### config.mk
export PLATFORM = sky130hd
export DESIGN_NAME = base64_encoder_line_wrap
export DESIGN_NICKNAME = d
export VERILOG_FILES = /design/src/rtl/b64e_pkg.sv /design/src/rtl/b64e_front.sv /design/src/rtl/b64e_queue.sv /design/src/rtl/b64e_back.sv /design/src/rtl/base64_encoder_line_wrap.sv
export SDC_FILE = /design/constraint.sdc
export NUM_CORES = 1
export LEC_CHECK = 0
export ABC_CLOCK_PERIOD_IN_PS = 13580
export BUFFER_PORTS_ARGS = -buffer_cell sky130_fd_sc_hd__buf_2
export CAP_MARGIN = 20
export CORE_ASPECT_RATIO = 0.8
export CORE_MARGIN = 3
export CORE_UTILIZATION = 54
export CTS_BUF_LIST = sky130_fd_sc_hd__clkbuf_16
export DETAILED_ROUTE_END_ITERATION = 16
export PLACE_DENSITY = 0.73
export SETUP_SLACK_MARGIN = 0.2
export SLEW_MARGIN = 20
export SYNTH_ARGS = -nofsm -noshare
export SYNTH_HDL_FRONTEND = slang
export SYNTH_SLANG_ARGS = --single-unit
### constraint.sdc
create_clock -name clk -period 13.58 [get_ports clk]
set_input_delay 1.358 -clock clk [delete_from_list [all_inputs] [get_ports clk]]
set_output_delay 1.358 -clock clk [all_outputs]
set_load 0.005 [all_outputs]
### src/rtl/b64e_pkg.sv
package b64e_pkg;

  localparam int unsigned MAX_CHARS   = 5;
  localparam int unsigned CHAR_IDX_W  = $clog2(MAX_CHARS);
  localparam int unsigned QUEUE_DEPTH = 4;
  localparam int unsigned CFG_INDEX_W = 1;
  localparam int unsigned CFG_DATA_W  = 8;

  localparam logic [7:0] NL_CHAR        = 8'h0A;
  localparam logic [7:0] PAD_CHAR       = 8'h3D;
  localparam logic [7:0] LIMIT_RESET    = 8'd72;
  localparam logic [8:0] GROUP_CHARS    = 9'd4;

  typedef enum logic [CFG_INDEX_W-1:0] {
    REG_WRAP_ENABLE = 1'b0,
    REG_LINE_LIMIT  = 1'b1
  } cfg_reg_t;

  typedef enum logic [1:0] {
    PHASE_IDLE = 2'd0,
    PHASE_ONE  = 2'd1,
    PHASE_TWO  = 2'd2
  } phase_t;

  typedef struct packed {
    logic [7:0] data_byte;
    logic       last_byte;
  } byte_item_t;

  typedef struct packed {
    logic [7:0] out_char;
    logic       last_char;
  } char_item_t;

  typedef struct packed {
    logic       wrap_enable;
    logic [7:0] line_limit;
  } cfg_t;

  // Characters produced by one byte, in emit order.
  typedef struct packed {
    logic [MAX_CHARS-1:0][7:0] chars;
    logic [CHAR_IDX_W-1:0]     count;
    logic                      last;
  } job_t;

  // Map a 6-bit value onto the standard alphabet.
  function automatic logic [7:0] sym(input logic [5:0] v);
    logic [7:0] w;
    w = {2'b00, v};
    if (v < 6'd26) begin
      sym = 8'h41 + w;
    end else if (v < 6'd52) begin
      sym = 8'h61 + w - 8'd26;
    end else if (v < 6'd62) begin
      sym = 8'h30 + w - 8'd52;
    end else if (v == 6'd62) begin
      sym = 8'h2B;
    end else begin
      sym = 8'h2F;
    end
  endfunction

endpackage

### src/rtl/b64e_front.sv
module b64e_front (
  input  logic                clk,
  input  logic                rst,
  input  logic                accept,
  input  b64e_pkg::byte_item_t item,
  input  b64e_pkg::cfg_t      cfg,
  output b64e_pkg::job_t      job
);

  b64e_pkg::phase_t                group_phase, group_phase_next;
  logic [3:0]                      carry_bits, carry_bits_next;
  logic [7:0]                      line_count, line_count_next;
  logic [8:0]                      cnt, sum;
  logic [b64e_pkg::CHAR_IDX_W-1:0] n;

  always_comb begin
    cnt              = {1'b0, line_count};
    sum              = cnt + b64e_pkg::GROUP_CHARS;
    group_phase_next = group_phase;
    carry_bits_next  = carry_bits;
    n                = '0;
    job              = '0;
    job.last         = item.last_byte;

    unique case (group_phase)
      b64e_pkg::PHASE_ONE: begin
        job.chars[n]     = b64e_pkg::sym({carry_bits[1:0], item.data_byte[7:4]});
        n                = n + 1'b1;
        carry_bits_next  = item.data_byte[3:0];
        group_phase_next = b64e_pkg::PHASE_TWO;
      end
      b64e_pkg::PHASE_TWO: begin
        job.chars[n]     = b64e_pkg::sym({carry_bits, item.data_byte[7:6]});
        n                = n + 1'b1;
        job.chars[n]     = b64e_pkg::sym(item.data_byte[5:0]);
        n                = n + 1'b1;
        carry_bits_next  = '0;
        group_phase_next = b64e_pkg::PHASE_IDLE;
        cnt              = sum;
        if (sum >= {1'b0, cfg.line_limit}) begin
          if (cfg.wrap_enable) begin
            job.chars[n] = b64e_pkg::NL_CHAR;
            n            = n + 1'b1;
          end
          cnt = '0;
        end
      end
      default: begin
        job.chars[n]     = b64e_pkg::sym(item.data_byte[7:2]);
        n                = n + 1'b1;
        carry_bits_next  = {2'b00, item.data_byte[1:0]};
        group_phase_next = b64e_pkg::PHASE_ONE;
      end
    endcase

    line_count_next = cnt[7:0];

    if (item.last_byte) begin
      if (group_phase_next == b64e_pkg::PHASE_ONE) begin
        job.chars[n] = b64e_pkg::sym({carry_bits_next[1:0], 4'b0000});
        n            = n + 1'b1;
        job.chars[n] = b64e_pkg::PAD_CHAR;
        n            = n + 1'b1;
        job.chars[n] = b64e_pkg::PAD_CHAR;
        n            = n + 1'b1;
        cnt          = cnt + b64e_pkg::GROUP_CHARS;
      end else if (group_phase_next == b64e_pkg::PHASE_TWO) begin
        job.chars[n] = b64e_pkg::sym({carry_bits_next, 2'b00});
        n            = n + 1'b1;
        job.chars[n] = b64e_pkg::PAD_CHAR;
        n            = n + 1'b1;
        cnt          = cnt + b64e_pkg::GROUP_CHARS;
      end
      if (cfg.wrap_enable && (cnt != 9'd0)) begin
        job.chars[n] = b64e_pkg::NL_CHAR;
        n            = n + 1'b1;
      end
      group_phase_next = b64e_pkg::PHASE_IDLE;
      carry_bits_next  = '0;
      line_count_next  = '0;
    end

    job.count = n;
  end

  always_ff @(posedge clk) begin
    if (rst) begin
      group_phase <= b64e_pkg::PHASE_IDLE;
      carry_bits  <= '0;
      line_count  <= '0;
    end else if (accept) begin
      group_phase <= group_phase_next;
      carry_bits  <= carry_bits_next;
      line_count  <= line_count_next;
    end
  end

endmodule

### src/rtl/b64e_queue.sv
module b64e_queue #(
  parameter int unsigned DEPTH = b64e_pkg::QUEUE_DEPTH
) (
  input  logic           clk,
  input  logic           rst,
  input  logic           push,
  input  b64e_pkg::job_t push_job,
  input  logic           pop,
  output logic           head_valid,
  output b64e_pkg::job_t head_job,
  output logic           full
);

  localparam int unsigned PTR_W = (DEPTH > 1) ? $clog2(DEPTH) : 1;
  localparam int unsigned CNT_W = $clog2(DEPTH + 1);
  localparam logic [PTR_W-1:0] LAST_PTR = PTR_W'(DEPTH - 1);
  localparam logic [CNT_W-1:0] FULL_CNT = CNT_W'(DEPTH);

  b64e_pkg::job_t   mem [DEPTH];
  logic [PTR_W-1:0] wr_ptr, rd_ptr;
  logic [CNT_W-1:0] fill;

  assign head_valid = (fill != '0);
  assign full       = (fill == FULL_CNT);
  assign head_job   = mem[rd_ptr];

  always_ff @(posedge clk) begin
    if (push) begin
      mem[wr_ptr] <= push_job;
    end
  end

  always_ff @(posedge clk) begin
    if (rst) begin
      wr_ptr <= '0;
      rd_ptr <= '0;
      fill   <= '0;
    end else begin
      if (push) begin
        wr_ptr <= (wr_ptr == LAST_PTR) ? '0 : wr_ptr + 1'b1;
      end
      if (pop) begin
        rd_ptr <= (rd_ptr == LAST_PTR) ? '0 : rd_ptr + 1'b1;
      end
      if (push && !pop) begin
        fill <= fill + 1'b1;
      end else if (pop && !push) begin
        fill <= fill - 1'b1;
      end
    end
  end

endmodule

### src/rtl/b64e_back.sv
module b64e_back (
  input  logic                 clk,
  input  logic                 rst,
  input  logic                 head_valid,
  input  b64e_pkg::job_t       head_job,
  output logic                 pop,
  output logic                 char_valid,
  input  logic                 char_stall,
  output b64e_pkg::char_item_t char_item
);

  logic [b64e_pkg::CHAR_IDX_W-1:0] idx;
  logic                            load, at_end;

  assign load   = head_valid && (!char_valid || !char_stall);
  assign at_end = (idx == head_job.count - 1'b1);
  assign pop    = load && at_end;

  always_ff @(posedge clk) begin
    if (rst) begin
      idx        <= '0;
      char_valid <= 1'b0;
    end else begin
      if (!char_valid || !char_stall) begin
        char_valid <= head_valid;
      end
      if (load) begin
        idx <= at_end ? '0 : idx + 1'b1;
      end
    end
  end

  always_ff @(posedge clk) begin
    if (load) begin
      char_item.out_char  <= head_job.chars[idx];
      char_item.last_char <= head_job.last && at_end;
    end
  end

endmodule

### src/rtl/base64_encoder_line_wrap.sv
// Path: each taken byte is written into the job queue, and its first character is then
//   loaded from the queue head into the output register.
// Throughput: one character leaves per cycle from the single output register while char_stall
//   is low; a byte makes 1 to 5 characters, about 1.4 on average.
// Input bytes are taken back to back while the four-entry job queue has room.
// Reset (rst, synchronous, active high): wrap on, limit 72, group state and queue cleared.
module base64_encoder_line_wrap #(
  parameter int unsigned QUEUE_DEPTH = b64e_pkg::QUEUE_DEPTH
) (
  input  logic                               clk,
  input  logic                               rst,
  // raw bytes
  input  logic                               byte_valid,
  output logic                               byte_stall,
  input  b64e_pkg::byte_item_t               byte_item,
  // encoded characters
  output logic                               char_valid,
  input  logic                               char_stall,
  output b64e_pkg::char_item_t               char_item,
  // register writes
  input  logic                               cfg_valid,
  output logic                               cfg_ready,
  input  logic [b64e_pkg::CFG_INDEX_W-1:0]   cfg_index,
  input  logic [b64e_pkg::CFG_DATA_W-1:0]    cfg_data
);

  b64e_pkg::cfg_t cfg;
  b64e_pkg::job_t new_job, head_job;
  logic           accept, q_full, head_valid, pop;

  // Register writes go straight into the config registers; the port never holds off.
  assign cfg_ready = 1'b1;

  always_ff @(posedge clk) begin
    if (rst) begin
      cfg.wrap_enable <= 1'b1;
      cfg.line_limit  <= b64e_pkg::LIMIT_RESET;
    end else if (cfg_valid && cfg_ready) begin
      unique case (b64e_pkg::cfg_reg_t'(cfg_index))
        b64e_pkg::REG_WRAP_ENABLE: cfg.wrap_enable <= cfg_data[0];
        b64e_pkg::REG_LINE_LIMIT:  cfg.line_limit  <= cfg_data[7:0];
        default: ;
      endcase
    end
  end

  // Hold off the source only when the job queue is full.
  assign byte_stall = q_full;
  assign accept     = byte_valid && !byte_stall;

  // Front: track group phase, leftover bits and line count; turn each byte
  // into the full list of characters it produces.
  b64e_front u_front (
    .clk    (clk),
    .rst    (rst),
    .accept (accept),
    .item   (byte_item),
    .cfg    (cfg),
    .job    (new_job)
  );

  // Queue: decouple byte intake from character output.
  b64e_queue #(
    .DEPTH (QUEUE_DEPTH)
  ) u_queue (
    .clk        (clk),
    .rst        (rst),
    .push       (accept),
    .push_job   (new_job),
    .pop        (pop),
    .head_valid (head_valid),
    .head_job   (head_job),
    .full       (q_full)
  );

  // Back: advance through the head job one character per cycle while the output is not
  // stalled; drop the job once its final character is loaded into the output register.
  b64e_back u_back (
    .clk        (clk),
    .rst        (rst),
    .head_valid (head_valid),
    .head_job   (head_job),
    .pop        (pop),
    .char_valid (char_valid),
    .char_stall (char_stall),
    .char_item  (char_item)
  );

endmodule

* After elaboration in Yosys (flattened, before gate mapping) *
Memories as Yosys holds them, arrays and structs flattened. A register that Yosys moved wholly into a read port is not among the register bits.
Index checks and enable logic that the tools add are counted.

word-level totals
  register bits = 43
  memory bits (writable) = 176
  output and inout port bits = 12
  word-level logic and storage cells = 204
  memories kept = 1

cells by class
  add/sub/neg operators = 42
  $lt $le $gt $ge = 28
  equal/unequal tests = 12
  multiplexer cells = 75
  bitwise operators = 12
  reductions and logical operators = 22

memory list
  memory       words  bits a word  read ports  clocked after Yosys merged registers in  wr ports  RTL line          text
  u_queue.mem  4      44           1           1                                        1         b64e_queue.sv:19  b64e_pkg::job_t mem [DEPTH];

operator list
  cell                   count
  $mux W8                30
  $mux W40               5
  $add A7 B6 Y8 const A  12
  $demux W8 S3           4
  $bwmux W40             2
  $or A25 B25 Y25        3
  $lt A6 B6 Y1 const B   12
  $sub A8 B5 Y8 const B  6
  $sub A8 B6 Y8 const B  6
  $and A15 B15 Y15       3
  $mux W9                5
  $add A6 B6 Y7 const A  6
  $mux W3                13
  $lt A6 B5 Y1 const B   6
  $and A30 B30 Y30       1
  $not A15 Y15           2
  $not A30 Y30           1
  $bmux W8 S3            1
  $eq A6 B6 Y1 const B   4
  $lt A3 B4 Y1 const B   5
  $add A3 B1 Y3 const B  6
  $mux W16               1
  $pmux W8 S2            1
  $ge A3 B1 Y1 const B   4
  23 further kinds       52

* Depth between registers and ports, before layout *
Gate-level depths: netlist (run 1).

  depth in word-level cells = 18
  mapped depth = 19
  gate-level depth less buffers = 19

* Cells and area by module *
A second synthesis (run 1) with hierarchy kept.

second synthesis, totals
  cell total of the unflattened synthesis = 940
  area, all modules = 11,641.2 µm²

by module, submodules not included
  module                    times used  cells each  area each (µm²)  sequential area each (µm²)
  b64e_queue                1           274         6,849.1          5,465.2
  b64e_front                1           552         3,539.6          280.3
  b64e_back                 1           72          853.3            350.3
  base64_encoder_line_wrap  1           42          399.1            180.2

* Worst setup path before layout (run 1) *
OpenSTA, ideal clock, no wires.

  kind = flip-flop to flip-flop
  start = register u_front.line_count[2]
  end = memory u_queue.mem[0][35] (netlist name) (data pin)
  setup time = 0.206 ns
  arrival time = 4.183 ns
  required time = 13.374 ns
  setup slack = 9.191 ns
  cell stages (with the launch flop) = 20
  path buffers = 0
  path through = dfxtp_1 > ha_1 > and3_1 > xnor2_1 > inv_1 > ha_1 > and3_1 > nand3_1 > o21ai_2 > a2bb2oi_2 > inv_2 > ha_1 > o21bai_1 > a2111oi_4 > a21oi_1 > o211ai_2 > o211a_1 > o32ai_4 > and2_4 > nor4_2

RTL lines
  what                    RTL line          text
  start, declared         b64e_front.sv:12  logic [7:0] line_count, line_count_next;
  start signal, assigned  b64e_front.sv:94  line_count <= line_count_next;
  end, declared           b64e_queue.sv:19

==> qor.txt, run 1 <==
SYNTHESIS
------------------------------------------------------------------------------------------
Biggest area consumer among synthesized cells                                     edfxtp_1
Count of state elements after synthesis                                                177
EDFF count, synth                                                                      141
Syn_nets                                                                               982
Count of distinct cell types in the synthesized netlist                                 73
Ys Warns                                                                                 0
Most area-consuming cells after synthesis                                     edfxtp_1 42%, mux4_2 8.5%, dfxtp_1 7.2%, ha_1 6.6%, a21oi_1 3.7%
Leading register cell type out of synthesis                                       edfxtp_1
Part of the Yosys area used for sequential elements                                 0.4946
Share of flip-flops with an asynchronous set or reset                                    0
Avg Cell Area, Syn                                                               11.07 um2
Yosys top cell area share                                                           0.4226
Number of instances in the synthesized netlist                                         905
Combined area of all synthesized cells                                         0.01002 mm2

GRT
------------------------------------------------------------------------------------------
Global route total overflow                                                              0
Met2 Usage GRT                                                                      0.3444
Global-route track usage on met1                                                    0.3280
Maximum number of pins on one net before global-route repair                            36
Overall routing resource usage                                                      0.2235
Number of global-route vias before repair                                             6688
Routing layer with the top usage in global route                                      met2
Global-route wire length before repair                                            35370 um
Antenna violations before repair                                                         0
GR Layer Usage met3                                                                0.04354

DIE
------------------------------------------------------------------------------------------
Die height                                                                        127.8 um
Initial Utilization                                                                 0.5643
Die Span X                                                                        158.3 um
I/O pin count                                                                           35
Die area                                                                       0.02023 mm2
Number of placement rows                                                                43
Area of the placeable core                                                     0.01775 mm2

WORST SETUP PATH
------------------------------------------------------------------------------------------
Critical Path End Type                                                           flip-flop
Worst setup SP type                                                              flip-flop
Data required time of the critical path                                           13.78 ns
Worst R2R Start                                                               u_front.line_count[2]
Critical path type                                                                 reg2reg
Beginning of the critical path                                                u_front.line_count[2]
Arrival @ worst endpoint                                                           5.33 ns
Crit Path Max Fanout                                                                    10

STATUS
------------------------------------------------------------------------------------------
Status                                                                        finished, final reports clean

POWER
------------------------------------------------------------------------------------------
Pwr/cell area                                                                 148.6 mW/mm2
Leakage power total                                                               4.006 nW
Worst-case vdd ir drop                                                            122.0 uV

PLACEMENT
------------------------------------------------------------------------------------------
Number of I/O port buffers                                                              33
Placed instance count                                                                 1116
GP Congestion                                                                       0.9039
Final HPWL DP                                                                     15100 um

ROUTING
------------------------------------------------------------------------------------------
Wire length reported by the detailed router                                       22250 um
Count of nets left with antenna violations after detail routing                          0
DR iter-0 viols                                                                        677
Final routed wire length divided by cell count                                    19.38 um
1st-pass router iterations                                                               5
Remaining routing DRC violations                                                         0
Mean number of vias per cell                                                         6.258
Overall via count from detail_route                                                   7184

CELLS AND AREA
------------------------------------------------------------------------------------------
Filler Cell Count                                                                     1380
Area taken by flip-flops and latches                                          0.004956 mm2
Count of inserted antenna diode cells                                                    0
Layout Nets                                                                            987
Commonest non-fill, non-tap cells in the layout                               141 x edfxtp_1, 75 x a21oi_1, 73 x nand2_1
Final cell count without fillers                                                      1148
Most common library cell in the layout ignoring fill and taps                     edfxtp_1
Multi-input logic area                                                        0.004634 mm2
Relative area change from synthesis to final layout                                 8.992%
Fraction of layout cells with a size suffix above 1                                 0.1398

CLOCK NETWORK
------------------------------------------------------------------------------------------
Count of hold-fix buffers inserted at cts                                                0
Total of cells resized after clock tree synthesis                                        0
Source-to-sink clock delay at the later pin of the worst-skew pair                 0.43 ns
Max H-tree Level                                                                         4
Inserted Clock Buffers                                                                  17
Setup fix buffers added after clock tree synthesis                                       0
CTS tree                                                                             built
Clock edge transition at the registers on the reported setup and hold paths        0.06 ns
CTS Buffer Depth                                                                         2
Cell chosen for the clock root                                                   clkbuf_16
Clock sink total                                                                       177

STA
------------------------------------------------------------------------------------------
Unrepaired setup endpoints after global routing                                         no
Minimum period implied by the final worst setup slack                             5.129 ns
Worst-Margin Slew                                                                0.9452 ns
Maximum clock frequency                                                         0.1950 GHz
Number of max-slew violations in the final report                                        0
Number of hold violations in the final report                                            0
Clock Skews                                                                    0.006990 ns
Final-layout setup total negative slack                                               0 ns
Relative slew slack                                                                 0.3699
Final Cycle Share                                                                   0.3777
Endpoints failing setup                                                                  0

MIN PATH
------------------------------------------------------------------------------------------
Start point of the worst min-delay path                                             cfg[1]
Path type of the worst min-delay path                                              reg2reg

RUN
------------------------------------------------------------------------------------------
Maxcap violations                                                                        0

[worst max-delay path, cell delays in order (launching register included)]
cell and delay [ns]:
dfxtp_1 0.52, ha_1 0.33, and3_1 0.24, xnor2_1 0.17
inv_1 0.07, ha_1 0.29, and3_1 0.20, nand3_1 0.17
o21ai_2 0.38, a2bb2oi_2 0.30, inv_2 0.09, ha_1 0.29
o21bai_1 0.21, a2111oi_4 0.39, a21oi_1 0.10, o211ai_2 0.19
o211a_1 0.20, o32ai_4 0.17, and2_4 0.23, nor4_2 0.35
[cell families (layout without fill, tap and decap cells)]
group	Yosys count	after routing	synth area share
compound gates	212	212	0.1391
fa+ha+maj	54	54	0.06819
xor+xnor	35	35	0.03060
buf+inv	110	128	0.04284
other cells	1	1	0.0003743
simple gates	269	269	0.1298
mux	47	47	0.09454
flops	177	177	0.4946
[layout make-up]
type / instances / area share
sequential: 177 / 0.4539
timing repair buffer: 43 / 0.02200
multi-input combinational: 618 / 0.4244
tap: 225 / 0.02578
clock buffer: 17 / 0.03896
clock inverter: 15 / 0.01673
inverter: 53 / 0.01822
[cell usage after synthesis, types with 3 or more instances]
cell and n:
edfxtp_1 141, clkbuf_1 50, and3_1 8, nor2_1 67
a31oi_1 10, ha_1 53, nand3_1 31, nand2b_1 9
or2_2 5, mux2i_1 8, nor3_1 26, a41oi_1 5
nand3b_1 3, a21o_1 6, o22ai_1 4, a211oi_1 5
dfxtp_1 36, a32oi_1 3, o221ai_1 4, o311ai_0 4
a221oi_1 6, o211ai_1 8, nor3b_1 5, o21ai_0 43
xor2_1 11, nand2_1 73, a22oi_1 5, xnor2_1 24
inv_1 51, or3_1 3, buf_2 4, mux4_2 38
a21oi_1 75, o21a_1 3, nor2b_1 20, and2_1 8
o31ai_1 4, nor4_1 4, o2111ai_1 4
[layer usage]
metal / vias to the layer above / wire (um)
met2: 290 / 10240
li1: 3377 / -
met3: 33 / 1520
met1: 3484 / 10100
met5: - / 0
met4: 0 / 389
[final timing paths]
kind,endpoint,slack (ns),cells past startpoint
setup / recovery,u_queue.mem[1][35],8.45,19
hold / removal,cfg[1],0.46,2
hold reg to reg,cfg[1],0.46,2
setup reg to reg,u_queue.mem[1][35],8.45,19
[report_power, final]
part           total (mW)  internal [mW]  switching, mW
sequential          0.711          0.676         0.0356
clock               0.505          0.292          0.212
combinational       0.406          0.179          0.227
total                1.62           1.15          0.475
[flip-flops by register name, indices dropped and copies added (netlist names), named ones only]
| name | cells |
|---|---|
| u_queue.rd_ptr | 2 |
| cfg | 9 |
| u_queue.wr_ptr | 2 |
| u_queue.fill | 3 |
| u_back.char_valid | 1 |
| u_back.idx | 3 |
| u_back.char_item | 9 |
| u_queue.mem | 132 |
| u_front.line_count | 8 |
| u_front.group_phase | 2 |
| u_front.carry_bits | 4 |
[per-stage QoR]
stage,hold WS (ns),util,power (mW),worst slack (ns),cell area [um2]
floorplan,0.4363,-,1.009,9.191,10020
global placement,0.4455,0.5808,1.116,8.701,10310
detailed placement,0.4465,0.5808,1.128,8.562,10310
CTS,0.4554,0.6150,1.632,8.526,10920
global route,0.4747,0.6150,1.696,8.084,10920
finish,0.4562,0.6150,1.622,8.451,10920
Power figures use the tool's default switching activity.
==> inputs of run 2 (changes only) <==
ABC_AREA = 1   (was not set)
ABC_CLOCK_PERIOD_IN_PS = 4900   (was 13580)
clock period = 4.9 ns   (was 13.58 ns; I/O delays follow)
==> run 2 against run 1 <==
Critical path depth decreased by 4; first-iteration DRC count grew 17%; maximum frequency grew 35%; clock-buffer cell count is the same; sequential power increased to 2.8 times the previous value; via count is 12% higher; non-clock buffer count is 1 higher; area after synthesis is 1.3% lower; critical path type unchanged; critical endpoint unchanged.
==> qor.txt, run 2 <==
STA
------------------------------------------------------------------------------------------
Unrepaired setup endpoints after global routing                                         no
Relative slew slack                                                                 0.2859
Number of max-slew violations in the final report                                        0
Maximum clock frequency                                                         0.2628 GHz
Clock Skews                                                                     0.01743 ns
Worst-Margin Slew                                                                 1.069 ns
Final-layout setup total negative slack                                               0 ns
Worst hold slack after final layout                                              0.2838 ns
Endpoints failing setup                                                                  0
Number of hold violations in the final report                                            0
Final Cycle Share                                                                   0.7766
Minimum period implied by the final worst setup slack                             3.805 ns

WORST SETUP PATH
------------------------------------------------------------------------------------------
Critical Path End Type                                                           flip-flop
Critical path type                                                                 reg2reg
Arrival @ worst endpoint                                                           4.02 ns
Data required time of the critical path                                            5.12 ns
Worst setup SP type                                                              flip-flop
Crit Path Max Fanout                                                                    21

GRT
------------------------------------------------------------------------------------------
Global route total overflow                                                              0
Maximum number of pins on one net before global-route repair                            67
Antenna violations before repair                                                         0
Global-route wire length before repair                                            38060 um
Overall routing resource usage                                                      0.2419
Number of global-route vias before repair                                             7363

SYNTHESIS
------------------------------------------------------------------------------------------
Most area-consuming cells after synthesis                                     edfxtp_1 43%, dfxtp_1 7.3%, nand2_1 7.3%, ha_1 6.7%, o21ai_0 5.6%
Combined area of all synthesized cells                                        0.009888 mm2
Ys Warns                                                                                 0
Number of instances in the synthesized netlist                                        1123
EDFF count, synth                                                                      141
Count of distinct cell types in the synthesized netlist                                 48
Biggest area consumer among synthesized cells                                     edfxtp_1
Count of state elements after synthesis                                                177
Share of flip-flops with an asynchronous set or reset                                    0
Leading register cell type out of synthesis                                       edfxtp_1
Most frequent cell after synthesis                                                 nand2_1
Top cell types by occurrence after synthesis                                  191 x nand2_1, 141 x edfxtp_1, 131 x nor2_1
Avg Cell Area, Syn                                                               8.805 um2
Yosys top cell area share                                                           0.4282
Part of the Yosys area used for sequential elements                                 0.5011
Syn_nets                                                                              1200

ROUTING
------------------------------------------------------------------------------------------
1st-pass router iterations                                                               6
Final routed wire length divided by cell count                                    17.53 um
Remaining routing DRC violations                                                         0
Overall via count from detail_route                                                   8052
Wire length reported by the detailed router                                       24110 um
DR iter-0 viols                                                                        791
Count of nets left with antenna violations after detail routing                          0
Mean number of vias per cell                                                         5.856

CELLS AND AREA
------------------------------------------------------------------------------------------
Max reg flops                                                                          132
Layout Nets                                                                           1215
Registers with the most flip-flops                                            u_queue.mem: 132 flops, cfg: 9 flops, u_back.char_item: 9 flops
Total non-filler cell area in the finished layout                              0.01091 mm2
Relative area change from synthesis to final layout                                 10.34%
Fraction of layout cells with a size suffix above 1                                0.08174
Commonest non-fill, non-tap cells in the layout                               191 x nand2_1, 141 x edfxtp_1, 127 x nor2_1
Most common library cell in the layout ignoring fill and taps                      nand2_1
Final cell count without fillers                                                      1375
Count of inserted antenna diode cells                                                    0
Register with the highest flop count                                           u_queue.mem

PLACEMENT
------------------------------------------------------------------------------------------
GP Congestion                                                                       0.9621
Number of I/O port buffers                                                              33
Placed instance count                                                                 1341
Final HPWL DP                                                                     16030 um
DP Area                                                                        0.01023 mm2

RUN
------------------------------------------------------------------------------------------
Maxcap violations                                                                        0

CLOCK NETWORK
------------------------------------------------------------------------------------------
Source-to-sink clock delay at the later pin of the worst-skew pair                 0.43 ns
Cell chosen for the clock root                                                   clkbuf_16
Clock sink total                                                                       177
Total of cells resized after clock tree synthesis                                        0
Clock edge transition at the registers on the reported setup and hold paths        0.07 ns
Max H-tree Level                                                                         4
Count of hold-fix buffers inserted at cts                                                0
Setup fix buffers added after clock tree synthesis                                       0
CTS Buffer Depth                                                                         2
Inserted Clock Buffers                                                                  17
CTS tree                                                                             built

POWER
------------------------------------------------------------------------------------------
Pwr/cell area                                                                 432.0 mW/mm2
Worst-case vdd ir drop                                                            251.5 uV
Leakage power total                                                               4.331 nW

STATUS
------------------------------------------------------------------------------------------
Status                                                                        finished, final reports clean

DIE
------------------------------------------------------------------------------------------
Initial Utilization                                                                 0.5603
Die Span X                                                                        157.3 um
Die area                                                                       0.01998 mm2
Die height                                                                        127.0 um
I/O pin count                                                                           35
Number of placement rows                                                                43
Area of the placeable core                                                     0.01765 mm2

MIN PATH
------------------------------------------------------------------------------------------
Path type of the worst min-delay path                                               in2reg

## run 2: report_power, final
part	switching, mW	total (mW)	internal (mW)
sequential	0.0827	2.00	1.91
clock	0.606	1.37	0.768
combinational	0.920	1.34	0.425
## run 2: final timing paths
path,to,cells after the start,slack (ns),startpoint
min reg2reg,cfg[5],2,0.46,cfg[5]
max,u_queue.mem[1][35],15,1.09,u_front.group_phase[0]
min,cfg[3],3,0.28,cfg_data[3]
max reg2reg,u_queue.mem[1][35],15,1.09,u_front.group_phase[0]
## run 2: cells by family after synthesis
kind of cell	count (synthesis)	share of synthesized area
and+or+nand+nor	405	0.1679
xor gates and xnor gates	23	0.02037
AOI/OAI and AO/OA	295	0.1760
adders and majority gates	54	0.06909
other	1	0.0003792
buffers and inverters	168	0.06517
DFF	177	0.5011
## run 2: final cells by class
cell class                      instances  area [um2]
Clock buffer                           17       425.4
Clock inverter                         14       177.7
Fill cell                            1522        6736
Inverter                              120       450.4
Multi-Input combinational cell        778        4319
Sequential cell                       177        4956
Tap cell                              225       281.5
Timing Repair Buffer                   44       300.3
## run 2: per-layer routing
layer  up-vias  global-route usage  wire length, um
met4         0             0.06888              328
met3        27             0.04572             1819
met1      3760              0.3588            11230
met5         -                   0                0
li1       3944                   -                -
met2       321              0.3653            10740
## run 2: metrics by stage
| stage | power [mW] | worst slack, ns | util |
|---|---|---|---|
| 6_report | 4.714 | 1.095 | 0.6183 |
| 5_1_grt | 4.965 | 0.7184 | 0.6183 |
| 4_1_cts | 4.702 | 1.152 | 0.6140 |
| 3_5_place_dp | 3.340 | 1.188 | 0.5798 |
| 3_3_place_gp | 3.298 | 1.434 | 0.5798 |
| 2_1_floorplan | 2.896 | 1.714 | - |
## run 2: worst max-delay path, stage by stage (launching register included)
cell	delay [ns]
dfxtp_1	0.39
inv_1	0.08
ha_1	0.29
buf_4	0.20
inv_1	0.52
nand2_1	0.24
nor2_1	0.39
ha_1	0.22
inv_1	0.05
nor2_1	0.20
inv_1	0.08
nor2_1	0.19
a31oi_1	0.15
nor3_1	0.22
nand2_1	0.09
nor2_1	0.29
